### src/rtl/rrt_pkg.sv
// Package for the request retry tracker: field widths, opcode and result codes.
// Used by every module of the tracker. No dependencies.
package rrt_pkg;
	localparam int SlotsDef = 8;
	localparam int MaxTimeoutSec = 30;
	localparam int HdrBytes = 8;

	typedef enum logic [1:0] {
		OP_SEND = 2'd0,
		OP_RSP = 2'd1,
		OP_TICK = 2'd2,
		OP_NONE = 2'd3
	} opcode_t;

	typedef enum logic [2:0] {
		K_ACCEPTED = 3'd0,
		K_INVALID = 3'd1,
		K_FULL = 3'd2,
		K_RETRANSMIT = 3'd3,
		K_MATCHED = 3'd4,
		K_NOT_FOUND = 3'd5,
		K_TIMED_OUT = 3'd6
	} kind_t;

	localparam logic [2:0] MsgRead = 3'd0;
	localparam logic [2:0] MsgReadRsp = 3'd1;
	localparam logic [2:0] MsgWriteRsp = 3'd3;

	localparam logic [1:0] CfgRetryInterval = 2'd0;
	localparam logic [1:0] CfgRetriesPerSec = 2'd1;
	localparam logic [1:0] CfgDefaultLifetime = 2'd2;

	typedef struct packed {
		logic [1:0] opcode;
		logic [7:0] seq;
		logic [2:0] msg_op;
		logic [15:0] buffer_length;
		logic [7:0] timeout_sec;
		logic has_callback;
		logic [7:0] tag;
		logic bad;
	} cmd_t;

	typedef struct packed {
		logic [2:0] kind;
		logic [2:0] slot;
		logic [7:0] seq_out;
		logic [7:0] tag_out;
		logic [15:0] payload_length;
		logic last;
	} res_t;

	typedef enum logic [1:0] {
		ST_IDLE,
		ST_SCAN,
		ST_EMIT
	} st_t;
endpackage

### src/rtl/request_retry_tracker_unit.sv
// Timing: a send's result is registered when it is accepted. A response or tick holds the back
// while ST_SCAN visits the active slots in order, then gives its last result from ST_EMIT.
// Throughput: one send per cycle unless the output stalls.
// Reset (arst_n, asynchronous) empties the table, resets registers and the ms clock.
// Top level: front queue and back slot engine. Depends on rrt_pkg, rrt_front, rrt_back.
module request_retry_tracker_unit import rrt_pkg::*; #(
	parameter int SLOTS = SlotsDef
) (
	input logic clk,
	input logic arst_n,
	input logic s_axis_tvalid,
	output logic s_axis_tready,
	// opcode, seq, msg_op, buffer_length, timeout_sec, has_callback, tag; 48 bits.
	input logic [47:0] s_axis_tdata,
	output logic m_axis_tvalid,
	input logic m_axis_tready,
	// kind, slot, seq_out, tag_out, payload_length; 40 bits.
	output logic [39:0] m_axis_tdata,
	output logic m_axis_tlast,
	input logic cfg_we,
	input logic [1:0] cfg_index,
	input logic [9:0] cfg_data
);
	cmd_t in_cmd, q_cmd;
	res_t res;
	logic q_valid, q_ready;

	always_comb begin
		in_cmd.opcode = s_axis_tdata[1:0];
		in_cmd.seq = s_axis_tdata[9:2];
		in_cmd.msg_op = s_axis_tdata[12:10];
		in_cmd.buffer_length = s_axis_tdata[28:13];
		in_cmd.timeout_sec = s_axis_tdata[36:29];
		in_cmd.has_callback = s_axis_tdata[37];
		in_cmd.tag = s_axis_tdata[45:38];
		in_cmd.bad = 1'b0;
	end

	rrt_front u_front (.clk, .arst_n, .in_valid(s_axis_tvalid), .in_ready(s_axis_tready),
		.in_cmd, .q_valid, .q_ready, .q_cmd);

	rrt_back #(.SLOTS(SLOTS)) u_back (.clk, .arst_n, .q_valid, .q_ready, .q_cmd,
		.cfg_we, .cfg_index, .cfg_data, .out_valid(m_axis_tvalid),
		.out_ready(m_axis_tready), .out_res(res));

	assign m_axis_tdata = {2'b00, res.payload_length, res.tag_out, res.seq_out, res.slot,
		res.kind};
	assign m_axis_tlast = res.last;
endmodule

### src/rtl/rrt_front.sv
// Front part: accepts input transactions, checks sends, queues commands.
// Depends on rrt_pkg.
module rrt_front import rrt_pkg::*; (
	input logic clk,
	input logic arst_n,
	input logic in_valid,
	output logic in_ready,
	input cmd_t in_cmd,
	output logic q_valid,
	input logic q_ready,
	output cmd_t q_cmd
);
	cmd_t mem_q [2];
	logic [1:0] cnt_q;
	logic wp_q, rp_q;
	logic push, pop;
	cmd_t c;

	always_comb begin
		c = in_cmd;
		c.bad = (in_cmd.timeout_sec > 8'(MaxTimeoutSec)) ||
			(in_cmd.buffer_length < 16'(HdrBytes));
	end

	assign in_ready = cnt_q != 2'd2;
	assign push = in_valid && in_ready && in_cmd.opcode != OP_NONE;
	assign q_valid = cnt_q != 2'd0;
	assign pop = q_valid && q_ready;
	assign q_cmd = mem_q[rp_q];

	always_ff @(posedge clk) begin
		if (push) mem_q[wp_q] <= c;
	end

	always_ff @(posedge clk or negedge arst_n) begin
		if (!arst_n) begin
			cnt_q <= '0;
			wp_q <= 1'b0;
			rp_q <= 1'b0;
		end else begin
			if (push) wp_q <= ~wp_q;
			if (pop) rp_q <= ~rp_q;
			cnt_q <= cnt_q + 2'(push) - 2'(pop);
		end
	end

	assert property (@(posedge clk) disable iff (!arst_n) cnt_q != 2'd3)
		else $error("queue count out of range");
	assert property (@(posedge clk) disable iff (!arst_n)
		cnt_q == 2'd2 |-> !in_ready) else $error("ready while queue full");
	assert property (@(posedge clk) disable iff (!arst_n)
		pop && !push |=> cnt_q == $past(cnt_q) - 2'd1)
		else $error("pop did not lower count");
endmodule

### src/rtl/rrt_back.sv
// Back part: slot table, ordered lists, scan sequencer and output register.
// Depends on rrt_pkg.
module rrt_back import rrt_pkg::*; #(
	parameter int SLOTS = SlotsDef
) (
	input logic clk,
	input logic arst_n,
	input logic q_valid,
	output logic q_ready,
	input cmd_t q_cmd,
	input logic cfg_we,
	input logic [1:0] cfg_index,
	input logic [9:0] cfg_data,
	output logic out_valid,
	input logic out_ready,
	output res_t out_res
);
	localparam int SW = (SLOTS > 1) ? $clog2(SLOTS) : 1;
	localparam int CW = $clog2(SLOTS + 1);

	logic [9:0] rint_q, rps_q;
	logic [4:0] dlt_q;
	logic [31:0] now_q;
	logic [7:0] seq_q [SLOTS];
	logic rd_q [SLOTS];
	logic [7:0] tag_q [SLOTS];
	logic cb_q [SLOTS];
	logic [14:0] ret_q [SLOTS];
	logic [31:0] dl_q [SLOTS];
	logic [SW-1:0] act_q [SLOTS];
	logic [SW-1:0] fre_q [SLOTS];
	logic [CW-1:0] acnt_q, fcnt_q, pos_q;
	st_t st_q, st_d;
	cmd_t cmd_q;
	logic found_q;
	res_t pend_q;
	logic ov_q;

	logic [SW-1:0] s;
	logic [31:0] diff;
	logic due, mt, at_end;
	logic [SW-1:0] fslot;
	logic [4:0] life;
	logic [14:0] budget;
	logic rel, out_free;

	assign out_free = !ov_q || out_ready;
	assign s = act_q[pos_q[SW-1:0]];
	assign diff = now_q - dl_q[s];
	assign due = !diff[31];
	assign mt = seq_q[s] == cmd_q.seq &&
		cmd_q.msg_op == (rd_q[s] ? MsgReadRsp : MsgWriteRsp);
	assign at_end = pos_q >= acnt_q;
	assign fslot = fre_q[0];
	assign life = (q_cmd.timeout_sec == 8'd0) ? dlt_q : q_cmd.timeout_sec[4:0];
	assign budget = 15'(life * rps_q);
	assign q_ready = st_q == ST_IDLE && out_free;

	// Scan step for responses and ticks; one active entry per cycle while the output is free.
	always_comb begin
		st_d = st_q;
		unique case (st_q)
			ST_IDLE: if (q_valid && q_ready && q_cmd.opcode != OP_SEND) st_d = ST_SCAN;
			ST_SCAN: if (out_free && (at_end || (cmd_q.opcode == OP_RSP && mt)))
				st_d = ST_EMIT;
			ST_EMIT: if (out_free) st_d = ST_IDLE;
			default: st_d = ST_IDLE;
		endcase
	end

	always_comb begin
		rel = 1'b0;
		if (st_q == ST_SCAN && out_free && !at_end) begin
			if (cmd_q.opcode == OP_RSP) rel = mt;
			else rel = due && ret_q[s] == 15'd0;
		end
	end

	always_ff @(posedge clk) begin
		if (q_valid && q_ready) cmd_q <= q_cmd;
		if (q_valid && q_ready && q_cmd.opcode == OP_SEND && !q_cmd.bad && fcnt_q != '0) begin
			seq_q[fslot] <= q_cmd.seq;
			rd_q[fslot] <= q_cmd.msg_op == MsgRead;
			tag_q[fslot] <= q_cmd.tag;
			cb_q[fslot] <= q_cmd.has_callback;
			ret_q[fslot] <= budget;
			dl_q[fslot] <= now_q + 32'(rint_q);
		end
		if (st_q == ST_SCAN && out_free && !at_end && cmd_q.opcode == OP_TICK && due &&
			ret_q[s] != 15'd0) begin
			ret_q[s] <= ret_q[s] - 15'd1;
			dl_q[s] <= now_q + 32'(rint_q);
		end
	end

	always_ff @(posedge clk or negedge arst_n) begin
		if (!arst_n) begin
			rint_q <= 10'd1000;
			rps_q <= 10'd1;
			dlt_q <= 5'd5;
			now_q <= '0;
			acnt_q <= '0;
			fcnt_q <= CW'(SLOTS);
			pos_q <= '0;
			st_q <= ST_IDLE;
			found_q <= 1'b0;
			ov_q <= 1'b0;
			pend_q <= '0;
			out_res <= '0;
			for (int i = 0; i < SLOTS; i++) begin
				act_q[i] <= '0;
				fre_q[i] <= SW'(i);
			end
		end else begin
			if (cfg_we) begin
				unique case (cfg_index)
					CfgRetryInterval: rint_q <= cfg_data;
					CfgRetriesPerSec: rps_q <= cfg_data;
					CfgDefaultLifetime: dlt_q <= cfg_data[4:0];
					default: ;
				endcase
			end
			if (ov_q && out_ready) ov_q <= 1'b0;
			st_q <= st_d;
			if (q_valid && q_ready) begin
				pos_q <= '0;
				found_q <= 1'b0;
				pend_q <= '0;
				if (q_cmd.opcode == OP_TICK) now_q <= now_q + 32'd1;
				if (q_cmd.opcode == OP_SEND) begin
					ov_q <= 1'b1;
					out_res.last <= 1'b1;
					out_res.seq_out <= q_cmd.seq;
					out_res.tag_out <= q_cmd.tag;
					if (q_cmd.bad) begin
						out_res.kind <= K_INVALID;
						out_res.slot <= '0;
						out_res.payload_length <= '0;
					end else if (fcnt_q == '0) begin
						out_res.kind <= K_FULL;
						out_res.slot <= '0;
						out_res.payload_length <= '0;
					end else begin
						out_res.kind <= K_ACCEPTED;
						out_res.slot <= 3'(fslot);
						out_res.payload_length <= q_cmd.buffer_length - 16'(HdrBytes);
						for (int i = 0; i < SLOTS - 1; i++) fre_q[i] <= fre_q[i+1];
						fcnt_q <= fcnt_q - 1'b1;
						act_q[acnt_q[SW-1:0]] <= fslot;
						acnt_q <= acnt_q + 1'b1;
					end
				end
			end
			if (st_q == ST_SCAN && out_free && !at_end) begin
				if (rel) begin
					for (int i = 0; i < SLOTS - 1; i++)
						if (CW'(i) >= pos_q) act_q[i] <= act_q[i+1];
					acnt_q <= acnt_q - 1'b1;
					fre_q[fcnt_q[SW-1:0]] <= s;
					fcnt_q <= fcnt_q + 1'b1;
				end else begin
					pos_q <= pos_q + 1'b1;
				end
				// A held result goes out when a newer one replaces it, never marked last.
				if (cmd_q.opcode == OP_RSP ? mt : (due && (ret_q[s] != 15'd0 || cb_q[s]))) begin
					if (found_q) begin
						out_res <= pend_q;
						ov_q <= 1'b1;
					end
					found_q <= 1'b1;
					pend_q.kind <= cmd_q.opcode == OP_RSP ? (cb_q[s] ? K_MATCHED : K_NOT_FOUND)
						: (ret_q[s] != 15'd0 ? K_RETRANSMIT : K_TIMED_OUT);
					pend_q.slot <= 3'(s);
					pend_q.seq_out <= seq_q[s];
					pend_q.tag_out <= tag_q[s];
					pend_q.payload_length <= '0;
					pend_q.last <= 1'b0;
				end
			end
			if (st_q == ST_EMIT && out_free) begin
				if (found_q) begin
					out_res <= pend_q;
					out_res.last <= 1'b1;
					ov_q <= 1'b1;
				end else if (cmd_q.opcode == OP_RSP) begin
					out_res.kind <= K_NOT_FOUND;
					out_res.slot <= '0;
					out_res.seq_out <= cmd_q.seq;
					out_res.tag_out <= '0;
					out_res.payload_length <= '0;
					out_res.last <= 1'b1;
					ov_q <= 1'b1;
				end
			end
		end
	end

	assign out_valid = ov_q;

	assert property (@(posedge clk) disable iff (!arst_n)
		32'(acnt_q) + 32'(fcnt_q) == SLOTS) else $error("slot lists lost a slot");
	assert property (@(posedge clk) disable iff (!arst_n)
		ov_q && !out_ready |=> $stable(out_res)) else $error("result changed while held");
	assert property (@(posedge clk) disable iff (!arst_n)
		st_q != ST_IDLE |-> !q_ready) else $error("accepted during scan");
endmodule
### config.mk
export PLATFORM = sky130hd
export DESIGN_NAME = request_retry_tracker_unit
export DESIGN_NICKNAME = d
export VERILOG_FILES = /design/src/rtl/rrt_pkg.sv /design/src/rtl/request_retry_tracker_unit.sv /design/src/rtl/rrt_front.sv /design/src/rtl/rrt_back.sv
export SDC_FILE = /design/constraint.sdc
export NUM_CORES = 1
export LEC_CHECK = 0
export ABC_CLOCK_PERIOD_IN_PS = 10900
export BUFFER_PORTS_ARGS = -buffer_cell sky130_fd_sc_hd__buf_2
export CAP_MARGIN = 20
export CELL_PAD_IN_SITES_DETAIL_PLACEMENT = 2
export CELL_PAD_IN_SITES_GLOBAL_PLACEMENT = 2
export CORE_MARGIN = 1
export CORE_UTILIZATION = 45
export DETAILED_ROUTE_END_ITERATION = 12
export GPL_ROUTABILITY_DRIVEN = 1
export GPL_TIMING_DRIVEN = 0
export PLACE_DENSITY_LB_ADDON = 0.1
export SETUP_SLACK_MARGIN = 0.5
export SYNTH_ARGS = -nofsm -noshare
export SYNTH_HDL_FRONTEND = slang
export SYNTH_SLANG_ARGS = --single-unit
### constraint.sdc
create_clock -name clk -period 10.9 [get_ports clk]
set_input_delay 1.09 -clock clk [delete_from_list [all_inputs] [get_ports clk]]
set_output_delay 1.09 -clock clk [all_outputs]
set_load 0.01 [all_outputs]
==> flow_metrics.tcl, run 1 <==
set metrics [dict create \
    avgRoutedWirePerCell_um 29.7 \
    ir_drop_v 0.000152 \
    die_width_um 292 \
    die_y_um 292 \
    clock_latency_ns 0.67 \
    initial_core_util_pct 45.7 \
    final_common_cell "edfxtp_1" \
    layout_setup_ws_ns 0.752 \
    async_flop_share_pct 24.5 \
    drtPass1Iterations 5 \
    io_buffers 103 \
    antenna_found_initial 3 \
    layout.area.seq_mm2 0.0239 \
    timing.slew.headroom_pct 25.0 \
    drc 0 \
    critPathMaxFanout 10 \
    status "completed" \
    area_delta_synth_final_pct 15.2 \
    synth.area.mux_share_pct 9.27 \
    grt_setup_unrepaired "no" \
    cp-end-kind "flop" \
    final_nets 3282 \
    r2r_start "u_back.pos_q[2]" \
    crit_path_max_incr_delay_ns 0.86 \
    start_kind "flop" \
    cts_tree "built" \
    clock_path_buffers 3 \
    vias 25700 \
    gp_congestion 0.833 \
    synth_ff_type "edfxtp_1" \
    final_util_pct 52.7 \
    ios 108 \
    slew_viol_final 0 \
    finalCriticalPeriod_ns 10.15 \
    hpwlAfterDp_mm 89.2 \
    fmax_ghz 0.0985 \
    worstPathRequired_ns 11.15 \
    synth_compound_area_share_pct 6.33 \
    p_leak_nw 16.9 \
    layout-drive-gt1-share_pct 16.0 \
    grt.overflow.total 0 \
    hold_violations 0 \
    ys_types 88 \
    drt_iter0_drc 1844 \
    cpMaxStageDelayCell "clkbuf_1" \
    synth_fa_ha_area_share_pct 3.95 \
    synth_edf_count 627 \
    syn_avg_cell_area_um2 13.1 \
    cap_violations 0 \
    ys_ff_latch 830 \
    setup_viol 0 \
    die_area_mm2 0.0850 \
    hp-class "input port to asynchronous set/reset pin" \
    h-tree-depth 3 \
    ant_nets 0 \
    wirelength_mm 127 \
    layout_common_cells "edfxtp_1 (627), nand2_1 (489), mux2i_1 (184)" \
    crit_path_frequent_cell "clkbuf_1" \
    cp.arrival_ns 10.40 \
    synth_simple_gate_area_share_pct 11.9 \
    synth_area_mm2 0.0377 \
    vias_per_cell 6.03 \
    synth-xor-area-share_pct 2.44 \
    r2r-end "u_back.ret_q[0][10]" \
    grt_pass1_vias 29100 \
    finalClockSkew_ns 0.0272 \
    synth-seq-area-share_pct 63.4 \
    cts_sinks 830 \
    critical_path_buf_inv_count 9 \
    cts.hold.buffers_added 0 \
    timing.final.crit_share_pct 93.1 \
    grtUsageTotal_pct 29.9 \
    tightest_slew_ns 1.12 \
    syn_inst 2873 \
    pre_cts_ws_ns 0.0837 \
    yosys_warnings 0 \
    r2r_slack_ns 0.75 \
    grt_pass1_wl_mm 189 \
    cts_inserted_buffers 91 \
    rr_worst_depth 23 \
    fillCellCount 7758 \
    crit_family "buffers and inverters" \
    clkTransAtPathRegs_ns 0.06 \
    power_density_mw_per_mm2 241 \
    path_class "flop to flop" \
    clockRootBuffer "clkbuf_16" \
    grt_max_degree 105 \
    path_cells "clkbuf_1 > mux4_2 > buf_2 > buf_2 > buf_2 > clkbuf_1 > clkbuf_1 > buf_1 > nand2_1 > nand3_1 > a31oi_1 > ha_1 > a41o_1 > a211oi_1 > o21ai_0 > a221oi_1 > o21ai_0 > o21a_1 > or2_2 > nor4b_2 > buf_4 > clkbuf_1 > o21ai_0" \
    multi_input_area_mm2 0.0129 \
    synth_top_family_by_area "simple AND/OR/NAND/NOR gates" \
    rows 105 \
    core_area_mm2 0.0825 \
]
## stage by stage
stage	TNS, ns	instance area (µm²)	hold WS, ns	instances	power, mW
3_3_place_gp	-1441.52	39600	0.455	4047	7.10
3_5_place_dp	0	40300	0.466	4078	7.36
6_report	0	43500	0.456	4263	10.5
2_1_floorplan	0	37700	0.444	2874	6.13
4_1_cts	0	43400	0.487	4253	10.5
5_1_grt	0	43500	0.509	4262	10.9
## timing repair
| item | in CTS | in global routing |
|---|---|---|
| setup endpoints to repair | 406 | 147 |
| cloned | 1 | 0 |
| buffers inserted | 2 | 6 |
| gates resized for setup | 7 | 4 |
| pin swaps | 3 | 3 |
## metal layers
| metal | part of all wire, % | vias to the layer above | routed length, µm | GRT usage [%] |
|---|---|---|---|---|
| met2 | 52 | 727 | 65700 | 53.4 |
| met4 | 3.3 | 2 | 4190 | 10.5 |
| met3 | 4.3 | 232 | 5420 | 3.37 |
| li1 | - | 11100 | - | - |
| met1 | 41 | 13700 | 51400 | 37.5 |
| met5 | 0.010 | - | 13 | 0 |
## worst reg2reg max path: cells and delay by family (launching register included)
family | cells | cell delay (ns)
buffers and inverters | 9 | 4.54
AO/OA/AOI/OAI | 8 | 2.83
AND/OR/NAND/NOR | 4 | 1.12
multiplexers | 1 | 0.33
flip-flops | 1 | 0.54
adder cells (fa/ha/maj) | 1 | 0.38
## cells in the mapped netlist (40+ instances only)
| cell | number | area [µm²] |
|---|---|---|
| edfxtp_1 | 627 | 18800 |
| xor2_1 | 40 | 350 |
| and3_1 | 71 | 444 |
| nand3_1 | 126 | 631 |
| mux2_2 | 97 | 1090 |
| nor3_1 | 40 | 200 |
| nand2_1 | 489 | 1840 |
| nor2b_1 | 42 | 263 |
| ha_1 | 79 | 988 |
| xnor2_1 | 65 | 569 |
| dfrtp_1 | 181 | 4530 |
| a31oi_1 | 45 | 282 |
| a311oi_1 | 40 | 350 |
| mux2i_1 | 184 | 1840 |
| clkbuf_1 | 101 | 379 |
| inv_1 | 81 | 304 |
| nor2_1 | 82 | 308 |
## where the power goes
group          switching [mW]  internal [mW]  leakage [nW]  total, mW
logic                    2.02          0.905          6.83       2.93
clock network            1.35           1.79          1.44       3.15
registers               0.196           4.19          8.58       4.39
## final cells by class
class                   count  area share (%)
repair buffers            145            2.78
well taps                1070            3.08
flip-flops and latches    830            55.1
plain buffers             157            1.66
clock inverters            52            1.27
diodes                      1         0.00576
clock buffers             120            5.65
multi-input cells        1807            29.8
inverters                  81           0.699
## kinds of logic after synthesis
family                   count (synthesis)
multiplexers                           310
AND/OR/NAND/NOR                        962
other                                    1
flip-flops                             830
adder cells (fa/ha/maj)                104
XOR/XNOR                               105
AO/OA/AOI/OAI                          323
buffers and inverters                  238
## flip-flops by register name, indices dropped and copies added (netlist names), 2 cells and up, named ones only
register and flops:
u_back.now_q 32, u_back.rps_q 10, u_back.cmd_q 13, u_back.st_q 2, u_back.tag_q 64, u_front.mem_q 94
u_back.pos_q 4, u_back.ret_q 120, u_back.fcnt_q 4, u_back.acnt_q 4, u_back.rd_q 8, u_back.dlt_q 5
u_back.pend_q 39, u_back.fslot 3, u_back.fre_q 18, u_front.cnt_q 2, u_back.out_res 39, u_back.act_q 21
u_back.dl_q 256, u_back.cb_q 8, u_back.rint_q 10, u_back.seq_q 64
## worst max path at each step
stage	from	cells past startpoint	slack [ns]	to
after CTS	u_back.pos_q[1]	26	0.53	u_back.ret_q[3][1]
after global placement	u_back.pos_q[2]	23	-4.02	u_back.dl_q[5][12]
final	u_back.pos_q[2]	23	0.75	u_back.ret_q[0][10]
after floorplan	u_back.pos_q[1]	25	2.39	u_back.dl_q[2][0]
after global routing	u_back.pos_q[2]	23	0.47	u_back.ret_q[6][10]
after detailed placement	u_back.pos_q[2]	25	0.08	u_back.dl_q[6][8]
Power figures use the tool's default switching activity.
==> inputs of run 2 (changes only) <==
--- a/config.mk
+++ b/config.mk
@@ -19,4 +19,5 @@
 export SETUP_SLACK_MARGIN = 0.5
 export SYNTH_ARGS = -nofsm -noshare
 export SYNTH_HDL_FRONTEND = slang
+export SYNTH_HIERARCHICAL = 1
 export SYNTH_SLANG_ARGS = --single-unit
==> run 2 against run 1 <==
Effect of this change: clock skew is 0.00080 ns higher; power rose by 1.0%; count of clock-buffer cells in the layout is 3 lower; combinational power shrank 2%; sequential share of layout area increased by 0.26 points; wire length is 0.80% lower; area after synthesis shrank 0.98%; clock power increased by 3%; core utilization barely moved; critical path type unchanged.
==> flow_metrics.tcl, run 2 <==
set metrics [dict create \
    status "completed" \
    critPathMaxFanout 12 \
    top_regs "u_back/dl_q x256, u_back/ret_q x120, u_front/mem_q x94" \
    timing.slew.headroom_pct 26.7 \
    finalCriticalPeriod_ns 10.07 \
    ant_nets 0 \
    syn_inst 2796 \
    rows 105 \
    grtUsageTotal_pct 30.0 \
    final_nets 3204 \
    ys_types 79 \
    clock_path_buffers 3 \
    avgRoutedWirePerCell_um 30.1 \
    final_util_pct 52.7 \
    clock_latency_ns 0.67 \
    largest_reg_flops 256 \
    crit_path_max_incr_delay_ns 0.64 \
    tightest_slew_ns 1.09 \
    grt_max_degree 82 \
    ios 108 \
    layout_common_cells "edfxtp_1 (627), nand2_1 (450), mux2i_1 (186)" \
    p_leak_nw 17.0 \
    final_common_cell "edfxtp_1" \
    cp-startpoint "u_back/pos_q[1]" \
    grt.overflow.total 0 \
    die_area_mm2 0.0842 \
    cts_inserted_buffers 90 \
    io_buffers 103 \
    fin_cells 4181 \
    drtPass1Iterations 5 \
    whs_ns 0.350 \
    synth_top_area_share_pct 50.4 \
    r2r_start "u_back/pos_q[1]" \
    path_class "flop to flop" \
    synth_edf_count 627 \
    cts_tree "built" \
    hpwlAfterDp_mm 87.7 \
    fmax_ghz 0.0993 \
    slew_viol_final 0 \
    initial_core_util_pct 45.5 \
    layout-drive-gt1-share_pct 16.9 \
    synth.most_common_cell "edfxtp_1" \
    core_area_mm2 0.0821 \
    die_width_um 290 \
    grt_pass1_wl_mm 188 \
    synth_ff_type "edfxtp_1" \
    largest_register "u_back/dl_q" \
    setup_viol 0 \
    h-tree-depth 3 \
    worstPathRequired_ns 11.26 \
    start_kind "flop" \
    cpMaxStageDelayCell "buf_1" \
    synth-seq-area-share_pct 64.1 \
    wirelength_mm 126 \
    area_delta_synth_final_pct 15.8 \
    cp.arrival_ns 10.43 \
    grt_pass1_vias 28500 \
    grt_setup_unrepaired "no" \
    synth_top_cells_by_area "edfxtp_1 (50%), dfrtp_1 (12%), mux2i_1 (5.0%), nand2_1 (4.5%), mux2_2 (3.0%)" \
    die_y_um 290 \
    vias 25200 \
    clkTransAtPathRegs_ns 0.07 \
    synthTopCellsByCount "edfxtp_1 (627), nand2_1 (450), mux2i_1 (186), dfrtp_1 (181), nand3_1 (133)" \
    cap_violations 0 \
    syn_avg_cell_area_um2 13.4 \
    hold_violations 0 \
    ir_drop_v 0.000216 \
    finalSetupTns_ns 0 \
    power.total_mw 10.6 \
    finalClockSkew_ns 0.0279 \
    dp_cells 4008 \
    drc 0 \
    hp-class "input port to asynchronous set/reset pin" \
    power_density_mw_per_mm2 244 \
    synth_area_mm2 0.0374 \
    cts.hold.buffers_added 0 \
    synth_area_leader_cell "edfxtp_1" \
    gp_congestion 0.831 \
    drt_iter0_drc 1627 \
    cp-end-kind "flop" \
    yosys_warnings 6 \
    clockRootBuffer "clkbuf_16" \
    timing.final.crit_share_pct 92.4 \
    async_flop_share_pct 24.5 \
    ys_ff_latch 830 \
    cts_sinks 830 \
    antenna_found_initial 4 \
    vias_per_cell 6.02 \
]
-- run 2: path summary, 6_finish.rpt --
check,slack (ns),cells past startpoint,endpoint
setup / recovery,0.83,28,u_back/ret_q[1][6]
hold / removal,0.35,1,u_back/out_res[9]
setup reg to reg,0.83,28,u_back/ret_q[1][6]
hold reg to reg,0.49,1,u_back/acnt_q[3]
max in group asynchronous,9.61,2,u_back/fre_q[16]
min in group clk,0.49,1,u_back/acnt_q[3]
-- run 2: area by class of cell --
type	count	area [µm²]
repair buffers	146	1250
inverters	71	267
flip-flops and latches	830	23900
plain buffers	154	711
fillers	7672	38800
clock inverters	50	742
diodes	1	2.50
well taps	1070	1340
clock buffers	117	2410
multi-input cells	1742	12600
-- run 2: cells by family (layout without fill, tap and decap cells) --
logic type | after synthesis | in the layout | synth area share (%)
buf+inv | 225 | 538 | 2.59
compound gates | 311 | 311 | 5.62
simple gates | 885 | 885 | 11.1
fa+ha+maj | 104 | 104 | 3.99
flops | 830 | 830 | 64.1
mux | 333 | 333 | 10.1
other cells | 1 | 3 | 0.0100
xor+xnor | 107 | 107 | 2.51
-- run 2: worst max-delay path, delay by kind of cell, from the launching register on --
| family | cells | cell delay, ns |
|---|---|---|
| multiplexers | 2 | 0.64 |
| adder cells (fa/ha/maj) | 1 | 0.36 |
| XOR/XNOR | 1 | 0.55 |
| AO/OA/AOI/OAI | 4 | 1.09 |
| flip-flops | 1 | 0.41 |
| buffers and inverters | 11 | 4.12 |
| AND/OR/NAND/NOR | 9 | 2.49 |
-- run 2: report_power, final --
part | total (mW) | internal, mW | switching [mW] | leakage (nW)
sequential | 4.42 | 4.24 | 0.179 | 8.64
combinational | 2.88 | 0.917 | 1.97 | 6.86
clock | 3.26 | 1.92 | 1.35 | 1.51
-- run 2: repair_timing --
| item | CTS | global route |
|---|---|---|
| setup buffers | 3 | 0 |
| resized for setup | 7 | 3 |
| setup endpoints to repair | 256 | 79 |
| pin swaps | 2 | 0 |
-- run 2: per-layer routing --
| metal | vias to the layer above | track usage [%] | routed length (µm) |
|---|---|---|---|
| met3 | 196 | 3.69 | 5460 |
| met2 | 674 | 52.6 | 64400 |
| met5 | - | 0 | 0 |
| li1 | 10800 | - | - |
| met1 | 13500 | 39.1 | 52700 |
| met4 | 0 | 8.19 | 3180 |
-- run 2: stage by stage --
stage | cell area (µm²) | setup slack, ns
final | 43300 | 0.828
after global routing | 43300 | 0.613
after CTS | 43200 | 0.774
after detailed placement | 40000 | -0.549
after global placement | 39200 | -4.77
after floorplan | 37400 | 2.79
